==> config.mk <==
export PLATFORM = sky130hd
export DESIGN_NAME = sdt_service_name_parser
export DESIGN_NICKNAME = d
export VERILOG_FILES = /design/src/rtl/core/sdt_pkg.sv /design/src/rtl/core/sdt_pkt_track.sv /design/src/rtl/core/sdt_loop_parse.sv /design/src/rtl/core/sdt_service_name_parser.sv
export SDC_FILE = /design/constraint.sdc
export NUM_CORES = 1
export LEC_CHECK = 0
export ABC_AREA = 1
export CORE_MARGIN = 2
export CORE_UTILIZATION = 58
export DETAILED_ROUTE_END_ITERATION = 8
export DONT_BUFFER_PORTS = 1
export HOLD_SLACK_MARGIN = 0.03
export MAX_ROUTING_LAYER = met4
export PLACE_DENSITY = 0.76
export SETUP_SLACK_MARGIN = 0.05
export SYNTH_ARGS = -nofsm -noshare
export SYNTH_HDL_FRONTEND = slang
export SYNTH_SLANG_ARGS = --single-unit
==> constraint.sdc <==
create_clock -name clk -period 2.6 [get_ports clk]
set_clock_uncertainty 0.15 [all_clocks]
set_input_delay 0.13 -clock clk [delete_from_list [all_inputs] [get_ports clk]]
set_output_delay 0.13 -clock clk [all_outputs]
set_load 0.02 [all_outputs]
==> src/rtl/core/sdt_pkg.sv <==
package sdt_pkg;

  // Transport packet geometry.
  localparam int unsigned POS_W          = 8;
  localparam int unsigned LEN_W          = 12;
  localparam int unsigned PKT_LEN        = 188;
  localparam int unsigned START_LOOP_POS = 16;
  localparam int unsigned CONT_LOOP_POS  = 4;
  localparam int unsigned PUSI_BIT       = 6;

  // Section header bytes after section_length, not part of the loop; CRC excluded.
  localparam int unsigned SECT_OVERHEAD  = 8;
  // Smallest remainder of loop bytes (CRC included) in which a new entry may start.
  localparam int unsigned ENTRY_MIN      = 6;
  // Descriptor tag, length and service type bytes ahead of the provider length.
  localparam int unsigned DESC_HDR_LEN   = 3;

  // Kinds of result word.
  localparam logic [2:0] KIND_SERVICE_ID = 3'd0;
  localparam logic [2:0] KIND_PROV_LEN   = 3'd1;
  localparam logic [2:0] KIND_PROV_CHAR  = 3'd2;
  localparam logic [2:0] KIND_SVC_LEN    = 3'd3;
  localparam logic [2:0] KIND_SVC_CHAR   = 3'd4;

  typedef struct packed {
    logic [7:0] data_byte;
    logic       packet_first;
  } sdt_in_t;

  typedef struct packed {
    logic [2:0]  item_kind;
    logic [15:0] item_value;
  } sdt_out_t;

  // What the packet tracker tells the loop parser about the current byte.
  typedef struct packed {
    logic             loop_en;
    logic [LEN_W-1:0] taken;
    logic [LEN_W-1:0] total;
  } loop_ctl_t;

endpackage

==> src/rtl/core/sdt_pkt_track.sv <==
module sdt_pkt_track (
  input  logic              clk,
  input  logic              rst_n,
  input  logic              consume,
  input  sdt_pkg::sdt_in_t  item,
  output sdt_pkg::loop_ctl_t ctl
);
  import sdt_pkg::*;

  typedef enum logic [2:0] {
    MODE_IGNORE = 3'b001,
    MODE_START  = 3'b010,
    MODE_CONT   = 3'b100
  } pkt_mode_t;

  logic             in_pkt_r, in_pkt_nxt;
  logic [POS_W-1:0] pos_r, pos_nxt;
  pkt_mode_t        mode_r, mode_nxt;
  logic             started_r, started_nxt;
  logic             stopped_r, stopped_nxt;
  logic [3:0]       sect_hi_r, sect_hi_nxt;
  logic [LEN_W-1:0] total_r, total_nxt;
  logic [LEN_W-1:0] taken_r, taken_nxt;

  logic             active;
  logic [POS_W-1:0] pos;
  pkt_mode_t        mode_cur;
  logic             pusi;
  logic             cand;
  logic [LEN_W-1:0] sect_len;

  assign active   = item.packet_first || in_pkt_r;
  assign pos      = item.packet_first ? '0 :
                    (pos_r == {POS_W{1'b1}}) ? pos_r : pos_r + 1'b1;
  assign mode_cur = item.packet_first ? MODE_IGNORE : mode_r;
  assign pusi     = item.data_byte[PUSI_BIT];
  assign sect_len = {sect_hi_r, item.data_byte};

  // Track the position in the packet, the section state and the loop byte count.
  always_comb begin
    in_pkt_nxt  = in_pkt_r;
    pos_nxt     = pos_r;
    mode_nxt    = mode_r;
    started_nxt = started_r;
    stopped_nxt = stopped_r;
    sect_hi_nxt = sect_hi_r;
    total_nxt   = total_r;
    taken_nxt   = taken_r;
    cand        = 1'b0;
    ctl.loop_en = 1'b0;
    ctl.taken   = taken_r;
    ctl.total   = total_r;
    if (consume && active) begin
      in_pkt_nxt = 1'b1;
      pos_nxt    = pos;
      mode_nxt   = mode_cur;
      if (pos == POS_W'(1)) begin
        // Header byte with the payload unit start flag decides the packet's role.
        mode_nxt = MODE_IGNORE;
        if (!stopped_r) begin
          if (pusi && !started_r) begin
            started_nxt = 1'b1;
            mode_nxt    = MODE_START;
          end else if (pusi) begin
            stopped_nxt = 1'b1;
          end else if (started_r) begin
            mode_nxt = MODE_CONT;
          end
        end
      end else if (!stopped_r && mode_cur != MODE_IGNORE && pos < POS_W'(PKT_LEN)) begin
        if (mode_cur == MODE_START) begin
          if (pos == POS_W'(6)) begin
            sect_hi_nxt = item.data_byte[3:0];
          end else if (pos == POS_W'(7)) begin
            total_nxt = (sect_len >= LEN_W'(SECT_OVERHEAD)) ?
                        sect_len - LEN_W'(SECT_OVERHEAD) : '0;
          end else if (pos >= POS_W'(START_LOOP_POS)) begin
            cand = 1'b1;
          end
        end else if (pos >= POS_W'(CONT_LOOP_POS)) begin
          cand = 1'b1;
        end
        if (cand && taken_r < total_r) begin
          ctl.loop_en = 1'b1;
          taken_nxt   = taken_r + 1'b1;
        end
      end
    end
  end

  always_ff @(posedge clk) begin
    if (!rst_n) begin
      in_pkt_r  <= 1'b0;
      pos_r     <= '0;
      mode_r    <= MODE_IGNORE;
      started_r <= 1'b0;
      stopped_r <= 1'b0;
      sect_hi_r <= '0;
      total_r   <= '0;
      taken_r   <= '0;
    end else begin
      in_pkt_r  <= in_pkt_nxt;
      pos_r     <= pos_nxt;
      mode_r    <= mode_nxt;
      started_r <= started_nxt;
      stopped_r <= stopped_nxt;
      sect_hi_r <= sect_hi_nxt;
      total_r   <= total_nxt;
      taken_r   <= taken_nxt;
    end
  end

endmodule

==> src/rtl/core/sdt_loop_parse.sv <==
module sdt_loop_parse (
  input  logic                clk,
  input  logic                rst_n,
  input  sdt_pkg::loop_ctl_t  ctl,
  input  logic [7:0]          data_byte,
  output logic                res_valid,
  output sdt_pkg::sdt_out_t   res
);
  import sdt_pkg::*;

  typedef enum logic [10:0] {
    PH_ID_HI     = 11'b000_0000_0001,
    PH_ID_LO     = 11'b000_0000_0010,
    PH_FLAGS     = 11'b000_0000_0100,
    PH_DLEN_HI   = 11'b000_0000_1000,
    PH_DLEN_LO   = 11'b000_0001_0000,
    PH_SKIP_HDR  = 11'b000_0010_0000,
    PH_PROV_LEN  = 11'b000_0100_0000,
    PH_PROV_CHAR = 11'b000_1000_0000,
    PH_SVC_LEN   = 11'b001_0000_0000,
    PH_SVC_CHAR  = 11'b010_0000_0000,
    PH_SKIP_REST = 11'b100_0000_0000
  } phase_t;

  phase_t           phase_r, phase_nxt;
  logic [7:0]       field_r, field_nxt;
  logic [LEN_W-1:0] desc_r, desc_nxt;
  logic [7:0]       id_hi_r, id_hi_nxt;
  logic             desc_step;
  logic [LEN_W-1:0] desc_dec;
  logic [LEN_W-1:0] desc_full;
  logic [7:0]       field_dec;
  logic             room;

  assign desc_dec  = desc_r - 1'b1;
  assign desc_full = {desc_r[LEN_W-1:8], data_byte};
  assign field_dec = field_r - 1'b1;
  assign room      = ({1'b0, ctl.taken} + (LEN_W+1)'(ENTRY_MIN)) <= {1'b0, ctl.total};

  // One loop byte moves the entry parser on by one step.
  always_comb begin
    phase_nxt      = phase_r;
    field_nxt      = field_r;
    desc_nxt       = desc_r;
    id_hi_nxt      = id_hi_r;
    desc_step      = 1'b0;
    res_valid      = 1'b0;
    res.item_kind  = KIND_SERVICE_ID;
    res.item_value = {8'h00, data_byte};
    if (ctl.loop_en) begin
      unique case (phase_r)
        PH_ID_HI: begin
          if (room) begin
            id_hi_nxt = data_byte;
            phase_nxt = PH_ID_LO;
          end
        end
        PH_ID_LO: begin
          res_valid      = 1'b1;
          res.item_kind  = KIND_SERVICE_ID;
          res.item_value = {id_hi_r, data_byte};
          phase_nxt      = PH_FLAGS;
        end
        PH_FLAGS: phase_nxt = PH_DLEN_HI;
        PH_DLEN_HI: begin
          desc_nxt  = {data_byte[3:0], 8'h00};
          phase_nxt = PH_DLEN_LO;
        end
        PH_DLEN_LO: begin
          desc_nxt  = desc_full;
          field_nxt = 8'(DESC_HDR_LEN);
          phase_nxt = (desc_full != '0) ? PH_SKIP_HDR : PH_ID_HI;
        end
        PH_SKIP_HDR: begin
          desc_step = 1'b1;
          field_nxt = field_dec;
          if (field_dec == '0) phase_nxt = PH_PROV_LEN;
        end
        PH_PROV_LEN: begin
          desc_step     = 1'b1;
          res_valid     = 1'b1;
          res.item_kind = KIND_PROV_LEN;
          field_nxt     = data_byte;
          phase_nxt     = (data_byte != '0) ? PH_PROV_CHAR : PH_SVC_LEN;
        end
        PH_PROV_CHAR: begin
          desc_step     = 1'b1;
          res_valid     = 1'b1;
          res.item_kind = KIND_PROV_CHAR;
          field_nxt     = field_dec;
          if (field_dec == '0) phase_nxt = PH_SVC_LEN;
        end
        PH_SVC_LEN: begin
          desc_step     = 1'b1;
          res_valid     = 1'b1;
          res.item_kind = KIND_SVC_LEN;
          field_nxt     = data_byte;
          phase_nxt     = (data_byte != '0) ? PH_SVC_CHAR : PH_SKIP_REST;
        end
        PH_SVC_CHAR: begin
          desc_step     = 1'b1;
          res_valid     = 1'b1;
          res.item_kind = KIND_SVC_CHAR;
          field_nxt     = field_dec;
          if (field_dec == '0) phase_nxt = PH_SKIP_REST;
        end
        PH_SKIP_REST: desc_step = 1'b1;
        default: phase_nxt = PH_ID_HI;
      endcase
      // The end of the descriptor loop ends the entry, even inside a name.
      if (desc_step) begin
        desc_nxt = desc_dec;
        if (desc_dec == '0) phase_nxt = PH_ID_HI;
      end
    end
  end

  always_ff @(posedge clk) begin
    if (!rst_n) begin
      phase_r <= PH_ID_HI;
      field_r <= '0;
      desc_r  <= '0;
      id_hi_r <= '0;
    end else begin
      phase_r <= phase_nxt;
      field_r <= field_nxt;
      desc_r  <= desc_nxt;
      id_hi_r <= id_hi_nxt;
    end
  end

  // A result only comes from a loop byte.
  a_res_from_loop: assert property (@(posedge clk) disable iff (!rst_n)
    res_valid |-> ctl.loop_en)
    else $error("result word without a loop byte");

endmodule

==> src/rtl/core/sdt_service_name_parser.sv <==
// SDT service-name parser.
// The input channel (in_valid, in_stall, in_data) takes one transport stream
// byte per word, with packet_first set on byte 0 of each 188-byte packet.
// The output channel (out_valid, out_stall, out_data) gives one word for each
// service id, provider-name length, provider character, service-name length
// and service character found in the service loop; most bytes give no word.
// A byte is held in the input register and is parsed as it moves into the
// output register, so its word is registered and valid from that register.
// Throughput is one byte per cycle while the receiver does not stall: the
// whole parse step for a byte is a single pass through the packet tracker
// and the entry parser, and the input register takes a new byte in the same
// cycle that the previous one is parsed.
// When the receiver stalls with a word waiting, parsing holds and in_stall
// rises only once the input register is also full.
// The synchronous active-low reset empties both registers and returns the
// parser to waiting for the first payload-start packet.
module sdt_service_name_parser (
  input  logic              clk,
  input  logic              rst_n,
  input  logic              in_valid,
  output logic              in_stall,
  input  sdt_pkg::sdt_in_t  in_data,
  output logic              out_valid,
  input  logic              out_stall,
  output sdt_pkg::sdt_out_t out_data
);
  import sdt_pkg::*;

  logic      s1_valid_r;
  sdt_in_t   s1_data_r;
  logic      out_valid_r;
  sdt_out_t  out_data_r;
  logic      advance;
  logic      consume;
  logic      in_take;
  loop_ctl_t ctl;
  logic      res_valid;
  sdt_out_t  res;

  // The stored byte is parsed when the output register is free or being emptied.
  assign advance  = !out_valid_r || !out_stall;
  assign consume  = s1_valid_r && advance;
  assign in_stall = s1_valid_r && !advance;
  assign in_take  = in_valid && !in_stall;

  sdt_pkt_track u_track (
    .clk     (clk),
    .rst_n   (rst_n),
    .consume (consume),
    .item    (s1_data_r),
    .ctl     (ctl)
  );

  sdt_loop_parse u_parse (
    .clk       (clk),
    .rst_n     (rst_n),
    .ctl       (ctl),
    .data_byte (s1_data_r.data_byte),
    .res_valid (res_valid),
    .res       (res)
  );

  // Input register.
  always_ff @(posedge clk) begin
    if (!rst_n) begin
      s1_valid_r <= 1'b0;
    end else if (in_take) begin
      s1_valid_r <= 1'b1;
    end else if (consume) begin
      s1_valid_r <= 1'b0;
    end
  end

  always_ff @(posedge clk) begin
    if (in_take) begin
      s1_data_r <= in_data;
    end
  end

  // Output register.
  always_ff @(posedge clk) begin
    if (!rst_n) begin
      out_valid_r <= 1'b0;
    end else if (advance) begin
      out_valid_r <= consume && res_valid;
    end
  end

  always_ff @(posedge clk) begin
    if (consume && res_valid) begin
      out_data_r <= res;
    end
  end

  assign out_valid = out_valid_r;
  assign out_data  = out_data_r;

  // Input only stalls while a byte is waiting to be parsed.
  a_stall_needs_byte: assert property (@(posedge clk) disable iff (!rst_n)
    in_stall |-> s1_valid_r)
    else $error("input stalled with an empty input register");

  // A parsed byte that yields a word shows it in the next cycle.
  a_word_appears: assert property (@(posedge clk) disable iff (!rst_n)
    (consume && res_valid) |=> out_valid_r)
    else $error("parsed word was lost");

  // Only the five defined kinds ever leave the block.
  a_kind_range: assert property (@(posedge clk) disable iff (!rst_n)
    out_valid_r |-> (out_data_r.item_kind <= KIND_SVC_CHAR))
    else $error("undefined item kind on output");

endmodule

==> results of run 1 <==
==> report_power, final <==
part | total (mW) | switching [mW] | internal [mW]
clock | 1.48 | 0.706 | 0.772
sequential | 1.82 | 0.0324 | 1.79
combinational | 0.194 | 0.115 | 0.0786
total | 3.49 | 0.854 | 2.64
==> area by class of cell <==
class	instances	area, um^2	share of cell area, %
multi-input combinational	736	4040	49.4
sequential	111	2510	30.7
timing repair buffer	65	638	7.80
inverter	131	498	6.08
clock buffer	9	225	2.75
tap	147	184	2.25
clock inverter	7	88.8	1.09
==> critical path, stage by stage (launching register included) <==
cell	delay, ns
dfxtp_2	0.36
o21a_1	0.15
nand3_2	0.11
nor3_4	0.21
xor2_1	0.17
ha_1	0.29
a21oi_2	0.16
o211ai_1	0.10
a21oi_1	0.15
nand2_2	0.10
a21oi_4	0.21
clkbuf_16	0.18
nand3_1	0.10
nand2_1	0.08
nor2_1	0.04
==> cell families (layout without fill, tap and decap cells) <==
kind of cell               count (synthesis)  in the layout  share of synthesized area [%]
DFF                                      111            111                           35.2
adders and majority gates                 35             35                           6.15
buffers and inverters                    156            212                           9.79
xor gates and xnor gates                  27             27                           3.32
AOI/OAI and AO/OA                        150            150                           12.9
and+or+nand+nor                          524            524                           32.7
==> timing repair <==
item	CTS	global route
pin swaps	7	19
gates cloned	2	1
resized for setup	23	18
setup buffers	3	9
endpoints found under the setup margin	11	82
hold endpoints to repair	73	54
==> cell usage in the layout, fill, tap and decap left out, types with 6 or more instances in the layout <==
master,Yosys,final
nand2_1,210,206
nor2_1,158,154
inv_1,124,121
dfxtp_1,83,76
nand3_1,74,69
a21oi_1,59,56
buf_4,6,37
o21ai_0,36,35
ha_1,35,33
a21oi_2,27,29
edfxtp_1,28,28
nand2_2,16,20
dlygate4sd3_1,0,20
nand4_1,18,18
xor2_1,18,18
nor3_1,13,11
nand3b_1,11,11
clkbuf_16,0,11
nor2_2,6,9
xnor2_1,9,9
inv_2,6,7
o21ai_1,6,7
a22oi_1,7,7
dfxtp_2,0,7
nand3_2,2,6
==> routing by layer <==
layer  wire length (um)  vias up  track usage, %  share of wire (%)
li1                   -     3362               -                  -
met1               7900     2980            37.1                 47
met2               7680      198            41.9                 45
met3               1000       24            4.43                5.9
met4                305        0            10.0                1.8
met5                  0        -               -                  0
==> cells in the mapped netlist (6+ instances only) <==
library cell | count | area share [%]
nor2_1 | 158 | 8.3
dfxtp_1 | 83 | 23
edfxtp_1 | 28 | 12
a22oi_1 | 7 | 0.74
nand4_1 | 18 | 1.6
nand2_1 | 210 | 11
o21ai_1 | 6 | 0.42
a21oi_2 | 27 | 3.3
nor3_1 | 13 | 0.91
nand2_2 | 16 | 1.4
xnor2_1 | 9 | 1.1
nand3_1 | 74 | 5.2
nand3b_1 | 11 | 1.2
clkbuf_1 | 6 | 0.32
nor2_2 | 6 | 0.53
a21oi_1 | 59 | 4.1
xor2_1 | 18 | 2.2
inv_1 | 124 | 6.5
ha_1 | 35 | 6.2
inv_2 | 6 | 0.32
buf_4 | 6 | 0.63
o21ai_0 | 36 | 2.5
==> per-stage QoR <==
step	instances	setup TNS [ns]	cell area, um^2	utilization [%]
final	1206	-0.132	8190	68.1
after global routing	1206	-1.88	8190	68.1
after CTS	1198	0	8070	67.2
after detailed placement	1157	-0.210	7420	61.7
after global placement	1157	0	7420	61.7
after floorplan	1003	0	7140	-
==> path summary, 6_finish.rpt <==
path	cells after the start	end	start	slack, ns
max	14	u_parse.id_hi_r[6]$_SDFFE_PN0P_	u_track.taken_r[1]$_SDFFE_PN0P_	-0.07
min	2	u_track.taken_r[3]$_SDFFE_PN0P_	rst_n	-0.26
max reg2reg	14	u_parse.id_hi_r[6]$_SDFFE_PN0P_	u_track.taken_r[1]$_SDFFE_PN0P_	-0.07
min reg2reg	2	u_track.in_pkt_r$_SDFFE_PN0P_	u_track.in_pkt_r$_SDFFE_PN0P_	0.34
==> sequential cells by signal (all words and copies together), names as in the netlist <==
register           flops
out_data              19
u_parse.desc_r        12
u_track.taken_r       12
u_track.total_r       12
u_parse.phase_r       11
s1_data_r              9
u_parse.field_r        8
u_parse.id_hi_r        8
u_track.pos_r          8
u_track.sect_hi_r      4
u_track.mode_r         3
out_valid              1
s1_valid_r             1
u_track.in_pkt_r       1
u_track.started_r      1
u_track.stopped_r      1
==> results.json, run 1 <==
{
  "status": "finished, violations left",
  "violations": "hold timing, setup timing",
  "io_buffers": 0,
  "synth_area_um2": 7120,
  "drv_slew": 0,
  "slew_headroom_pct": 44.1,
  "clkSinkCount": 111,
  "synth_warnings": 0,
  "vias": 6564,
  "cp.arrival_ns": 2.78,
  "ant_nets": 0,
  "overflow": 0,
  "antenna_found_initial": 0,
  "cts_tree": "built",
  "via_per_inst": 5.44,
  "grt_pass1_wl_um": 28100,
  "grt_pass1_vias": 5972,
  "nNetsFinal": 1102,
  "start_util_pct": 59.2,
  "postCtsHoldBufs": 20,
  "max_freq_ghz": 0.375,
  "rsz0062_at_grt": "true",
  "endpoint_kind": "register",
  "power_mw": 3.49,
  "min_path_type": "in2reg",
  "fin_crit_sh_pct": 103,
  "grt_max_degree": 64,
  "drt_iter0_markers": 446,
  "gp_congestion": 0.960,
  "ys_seq_elements": 111,
  "synth_area_per_cell_um2": 7.09,
  "drcViolationCount": 0,
  "finalSetupViolations": 6,
  "synth_top_flop_cell": "dfxtp_1",
  "cp_data_required_time_ns": 2.71,
  "drive_above_1_share_pct": 15.2,
  "async_flop_share_pct": 0,
  "synth_nets": 1051,
  "die-area_um2": 13200,
  "cts_htree_levels": 3,
  "synth_enable_flop_cells": 28,
  "core_um2": 12000,
  "areaGrowthSynthToFinish_pct": 15.0,
  "synth_cell_type_count": 44,
  "routedWlPerCell_um": 14.0,
  "ir_drop_v": 0.000405,
  "fin_crit_ns": 2.67,
  "die_y_um": 115,
  "finalHoldViolCount": 54,
  "io_pins": 34,
  "cts_buffers": 9,
  "cp_max_fo": 4,
  "cts_root_buf": "clkbuf_16",
  "globalRouteTotalUtil_pct": 27.5,
  "ys_seq_area_share_pct": 35.2,
  "p_leak_nw": 3.55,
  "drv_cap": 0,
  "clock_path_buffers": 2,
  "clock_latency_ns": 0.37,
  "start_kind": "register",
  "fillCellCount": 994,
  "tightestPinTransition_ns": 0.837,
  "firstDrtPassIters": 7,
  "crit_type": "reg2reg",
  "netlist_instances": 1003,
  "routed_wl_um": 16900,
  "whs_ns": -0.260,
  "place_hpwl_um": 11600,
  "cts.reportedPaths.clkPinSlew_ns": 0.08,
  "fin_ws_ns": -0.0693,
  "antenna_cells": 0,
  "rows": 40,
  "fp.dieW_um": 115,
  "pre_cts_ws_ns": -0.0327,
  "powerDensity_nw_per_um2": 427
}
(Power assumes the default switching activity.)
==> run 2: changes to the inputs <==
--- a/config.mk
+++ b/config.mk
@@ -6,8 +6,10 @@
 export NUM_CORES = 1
 export LEC_CHECK = 0
 export ABC_AREA = 1
+export CORE_ASPECT_RATIO = 0.6
 export CORE_MARGIN = 2
 export CORE_UTILIZATION = 58
+export CTS_CLUSTER_DIAMETER = 40
 export DETAILED_ROUTE_END_ITERATION = 8
 export DONT_BUFFER_PORTS = 1
 export HOLD_SLACK_MARGIN = 0.03
==> results.json, run 2 (synthesis gave the netlist of run 1 again) <==
{
  "reg2reg_slack_ns": -0.09,
  "clock_latency_ns": 0.36,
  "cp_data_required_time_ns": 2.71,
  "final_cell_mix": "nand2_1, nor2_1, inv_1",
  "largest_reg_flops": 19,
  "fillCellCount": 1005,
  "finalSetupViolations": 9,
  "power_mw": 3.40,
  "place_inst": 1180,
  "io_buffers": 0,
  "clkSinkCount": 111,
  "routed_wl_um": 19900,
  "drive_above_1_share_pct": 17.3,
  "io_pins": 34,
  "finalHoldViolCount": 54,
  "cts_htree_levels": 3,
  "cts_root_buf": "clkbuf_16",
  "antenna_found_initial": 0,
  "rows": 31,
  "ir_drop_v": 0.000359,
  "overflow": 0,
  "globalRouteTotalUtil_pct": 30.4,
  "place_hpwl_um": 13600,
  "tightestPinTransition_ns": 1.04,
  "antenna_cells": 0,
  "die_y_um": 89.8,
  "cts_buffers": 9,
  "slew_headroom_pct": 30.9,
  "drv_slew": 0,
  "ant_nets": 0,
  "final_util_pct": 68.9,
  "cp.arrival_ns": 2.80,
  "core_um2": 12000,
  "whs_ns": -0.268,
  "max_freq_ghz": 0.371,
  "grt_max_degree": 64,
  "clock_path_buffers": 2,
  "status": "finished, violations left",
  "grt_pass1_wl_um": 31400,
  "violations": "hold timing, setup timing",
  "layout_commonest_cell": "nand2_1",
  "firstDrtPassIters": 7,
  "endpoint_kind": "register",
  "vias": 6900,
  "grt_pass1_vias": 6183,
  "fin_ws_ns": -0.0929,
  "routedWlPerCell_um": 16.3,
  "fp.dieW_um": 147,
  "rsz0062_at_grt": "true",
  "drv_cap": 0,
  "drcViolationCount": 0,
  "cp_max_fo": 4,
  "start_kind": "register",
  "cts_tree": "built",
  "powerDensity_nw_per_um2": 410,
  "gp_congestion": 0.957,
  "p_leak_nw": 3.54,
  "fin_crit_ns": 2.69,
  "start_util_pct": 59.2,
  "areaGrowthSynthToFinish_pct": 16.4,
  "postCtsHoldBufs": 19,
  "fin_crit_sh_pct": 104,
  "cts.reportedPaths.clkPinSlew_ns": 0.08,
  "fin_cells": 1221,
  "min_path_type": "in2reg",
  "drt_iter0_markers": 733,
  "nNetsFinal": 1099,
  "seqCellArea_um2": 2530,
  "die-area_um2": 13200,
  "multi_input_area_um2": 4170,
  "via_per_inst": 5.65,
  "crit_type": "reg2reg"
}
[run 2: changes by cell type in the layout (fill, tap and decap cells not counted), moves of 5 or more]
cell     change
dfxtp_4      +5
nand3_1      -5
nand3_2      +5
nor2_1       -5
[run 2: timing repair]
| item | CTS | global route |
|---|---|---|
| hold endpoints to repair | 73 | 54 |
| gates cloned | 2 | 1 |
| pin swaps | 13 | 26 |
| setup buffers | 3 | 3 |
| setup endpoints to repair | 9 | 90 |
| gates resized for setup | 22 | 50 |
[run 2: routing by layer]
layer | GRT usage, % | wire length, um | up-vias | share of wire, %
li1 | - | - | 3363 | -
met3 | 8.12 | 2280 | 39 | 11
met4 | 4.97 | 232 | 0 | 1.2
met1 | 46.4 | 9500 | 3126 | 48
met2 | 40.5 | 7930 | 372 | 40
met5 | - | 0 | - | 0
[run 2: worst paths after layout]
path	end	startpoint	cells past startpoint
max	u_parse.id_hi_r[2]$_SDFFE_PN0P_	u_track.taken_r[1]$_SDFFE_PN0P_	15
min	u_parse.desc_r[5]$_SDFFE_PN0P_	rst_n	2
min reg2reg	u_parse.id_hi_r[3]$_SDFFE_PN0P_	u_parse.id_hi_r[3]$_SDFFE_PN0P_	2
max reg2reg	u_parse.id_hi_r[2]$_SDFFE_PN0P_	u_track.taken_r[1]$_SDFFE_PN0P_	15
[run 2: area by class of cell]
| cell class | instances | area share [%] |
|---|---|---|
| inverters | 131 | 5.98 |
| clock buffers | 9 | 2.72 |
| clock inverters | 7 | 0.740 |
| well taps | 165 | 2.49 |
| flip-flops and latches | 111 | 30.5 |
| repair buffers | 62 | 7.19 |
| multi-input cells | 736 | 50.3 |
[run 2: critical path, cell delays in order (launching register included)]
cell and delay [ns]:
dfxtp_4 0.37, o21a_4 0.23, nand3_4 0.09, buf_4 0.12
xor2_1 0.19, inv_1 0.11, ha_4 0.24, a21oi_2 0.16
o31ai_2 0.08, a21oi_1 0.15, nand2_1 0.12, a21oi_4 0.23
buf_6 0.17, nand3_2 0.07, nand2_1 0.07, nor2_1 0.04
[run 2: where the power goes]
group          internal [mW]  leakage, nW  switching [mW]  total, mW
clock network          0.676        0.143           0.705       1.38
logic                 0.0781         2.49           0.120      0.198
registers               1.78        0.912          0.0331       1.82
total                   2.54         3.54           0.858       3.40
[run 2: per-stage QoR]
step                hold slack (ns)  TNS [ns]  setup WS (ns)  cell area, um^2
floorplan                    0.0789         0        0.00813             7140
global placement             0.0789         0        0.00422             7480
detailed placement           0.0789    -0.368        -0.0559             7480
CTS                          -0.276   -0.0249       -0.00710             8100
global route                 -0.266     -1.96         -0.227             8280
finish                       -0.268    -0.723        -0.0929             8280
==> run 3: changes to the inputs <==
--- a/config.mk
+++ b/config.mk
@@ -7,7 +7,6 @@
 export LEC_CHECK = 0
 export ABC_AREA = 1
 export CORE_ASPECT_RATIO = 0.6
-export CORE_MARGIN = 2
 export CORE_UTILIZATION = 58
 export CTS_CLUSTER_DIAMETER = 40
 export DETAILED_ROUTE_END_ITERATION = 8
==> results.json, run 3 (synthesis gave the netlist of run 1 again) <==
{
  "status": "finished, violations left",
  "violations": "hold timing, setup timing",
  "firstDrtPassIters": 5,
  "r2r_cells": 14,
  "cts_htree_levels": 3,
  "layout_commonest_cell": "nand2_1",
  "die_y_um": 87.8,
  "cts.reportedPaths.clkPinSlew_ns": 0.09,
  "drt_iter0_markers": 687,
  "clock_latency_ns": 0.36,
  "max_freq_ghz": 0.367,
  "fin_crit_sh_pct": 105,
  "fin_ws_ns": -0.127,
  "grt_max_degree": 64,
  "largest_reg_flops": 19,
  "cts_root_buf": "clkbuf_16",
  "grt_pass1_vias": 5996,
  "powerDensity_nw_per_um2": 426,
  "core_um2": 11600,
  "fin_cells": 1222,
  "io_buffers": 0,
  "final_cell_mix": "nand2_1, nor2_1, inv_1",
  "r2r_end": "u_parse.id_hi_r[5]$_SDFFE_PN0P_",
  "slew_headroom_pct": 34.6,
  "cp-startpoint": "u_track.taken_r[1]$_SDFFE_PN0P_",
  "place_inst": 1170,
  "clock_path_buffers": 2,
  "rr_startpoint": "u_track.taken_r[1]$_SDFFE_PN0P_",
  "tightestPinTransition_ns": 0.980,
  "drv_slew": 0,
  "ant_nets": 0,
  "cts_buffers": 9,
  "place_hpwl_um": 13300,
  "areaGrowthSynthToFinish_pct": 15.8,
  "postCtsHoldBufs": 20,
  "min_path_cells": 2,
  "start_util_pct": 61.2,
  "rsz0062_at_grt": "true",
  "die-area_um2": 12700,
  "p_leak_nw": 3.54,
  "reg2reg_slack_ns": -0.13,
  "clkSinkCount": 111,
  "routed_wl_um": 19500,
  "gp_congestion": 0.948,
  "drcViolationCount": 0,
  "cp_max_fo": 5,
  "antenna_cells": 0,
  "antenna_found_initial": 0,
  "cp.arrival_ns": 2.83,
  "cts_tree": "built",
  "ir_drop_v": 0.000357,
  "min_path_type": "in2reg",
  "globalRouteTotalUtil_pct": 31.9,
  "rows": 30,
  "vias": 6794,
  "whs_ns": -0.274,
  "nNetsFinal": 1105,
  "pre_cts_ws_ns": -0.0884,
  "tns_ns": -0.821,
  "crit_path_end": "u_parse.id_hi_r[5]$_SDFFE_PN0P_",
  "power_mw": 3.51,
  "drive_above_1_share_pct": 15.6,
  "cp_data_required_time_ns": 2.71,
  "fin_crit_ns": 2.73,
  "drv_cap": 0,
  "via_per_inst": 5.56,
  "crit_type": "reg2reg",
  "routedWlPerCell_um": 16.0,
  "final_util_pct": 70.8,
  "start_kind": "register",
  "finalSetupViolations": 9,
  "finalHoldViolCount": 54,
  "endpoint_kind": "register",
  "overflow": 0,
  "fp.dieW_um": 145,
  "io_pins": 34,
  "grt_pass1_wl_um": 30900
}
[run 3: cell count changes in the layout (fill, tap and decap cells not counted), moves of 5 or more]
| cell | change |
|---|---|
| nand3_1 | +5 |
| nor2_1 | +5 |
| nand2_2 | -6 |
| nand2_1 | +5 |
[run 3: how the worst min path moves through the flow]
stage                    start                               to  slack [ns]
finish                   rst_n   u_parse.desc_r[4]$_SDFFE_PN0P_       -0.27
global route             rst_n  u_parse.id_hi_r[1]$_SDFFE_PN0P_       -0.28
CTS                      rst_n  u_parse.phase_r[0]$_SDFFE_PN1P_       -0.29
detailed placement  in_data[1]           s1_data_r[1]$_DFFE_PP_        0.08
global placement         rst_n  u_parse.phase_r[0]$_SDFFE_PN1P_        0.08
floorplan           in_data[0]           s1_data_r[0]$_DFFE_PP_        0.08
[run 3: critical path: stages (launching register included)]
cell and delay, ns:
dfxtp_2 0.34, o21a_1 0.21, buf_4 0.14, buf_4 0.14, xor2_1 0.15, ha_1 0.31, a21oi_1 0.14, o21ai_0 0.11
o211ai_1 0.18, nand2_1 0.14, a21oi_4 0.24, buf_6 0.16, nand3_2 0.07, nand2_1 0.09, nor2_1 0.05
[run 3: layout make-up]
type | count | area [um^2]
clock inverter | 7 | 96.3
sequential | 111 | 2520
tap | 160 | 200
timing repair buffer | 68 | 667
clock buffer | 9 | 225
multi-input combinational | 736 | 4040
inverter | 131 | 500
fill | 968 | 3400
[run 3: metal layers]
metal | global-route usage, % | share of wire (%)
met1 | 47.6 | 51
met2 | 43.0 | 39
met3 | 7.34 | 9.2
met4 | 6.38 | 0.90
met5 | - | 0
[run 3: stage by stage]
stage / hold WS (ns) / instance area, um^2
4_1_cts: -0.291 / 8110
3_5_place_dp: 0.0789 / 7440
5_1_grt: -0.275 / 8240
2_1_floorplan: 0.0789 / 7140
3_3_place_gp: 0.0788 / 7440
6_report: -0.274 / 8240
[run 3: what timing repair did]
| action | in CTS | in global routing |
|---|---|---|
| setup buffers | 9 | 7 |
| pin swaps | 6 | 22 |
| gates cloned | 2 | 1 |
| resized for setup | 12 | 32 |
| endpoints found under the setup margin | 29 | 78 |
| hold endpoints to repair | 82 | 54 |
[run 3: where the power goes]
group	leakage (nW)	internal [mW]	switching, mW
clock	0.156	0.717	0.777
combinational	2.47	0.0783	0.119
sequential	0.910	1.79	0.0323
total	3.54	2.58	0.928
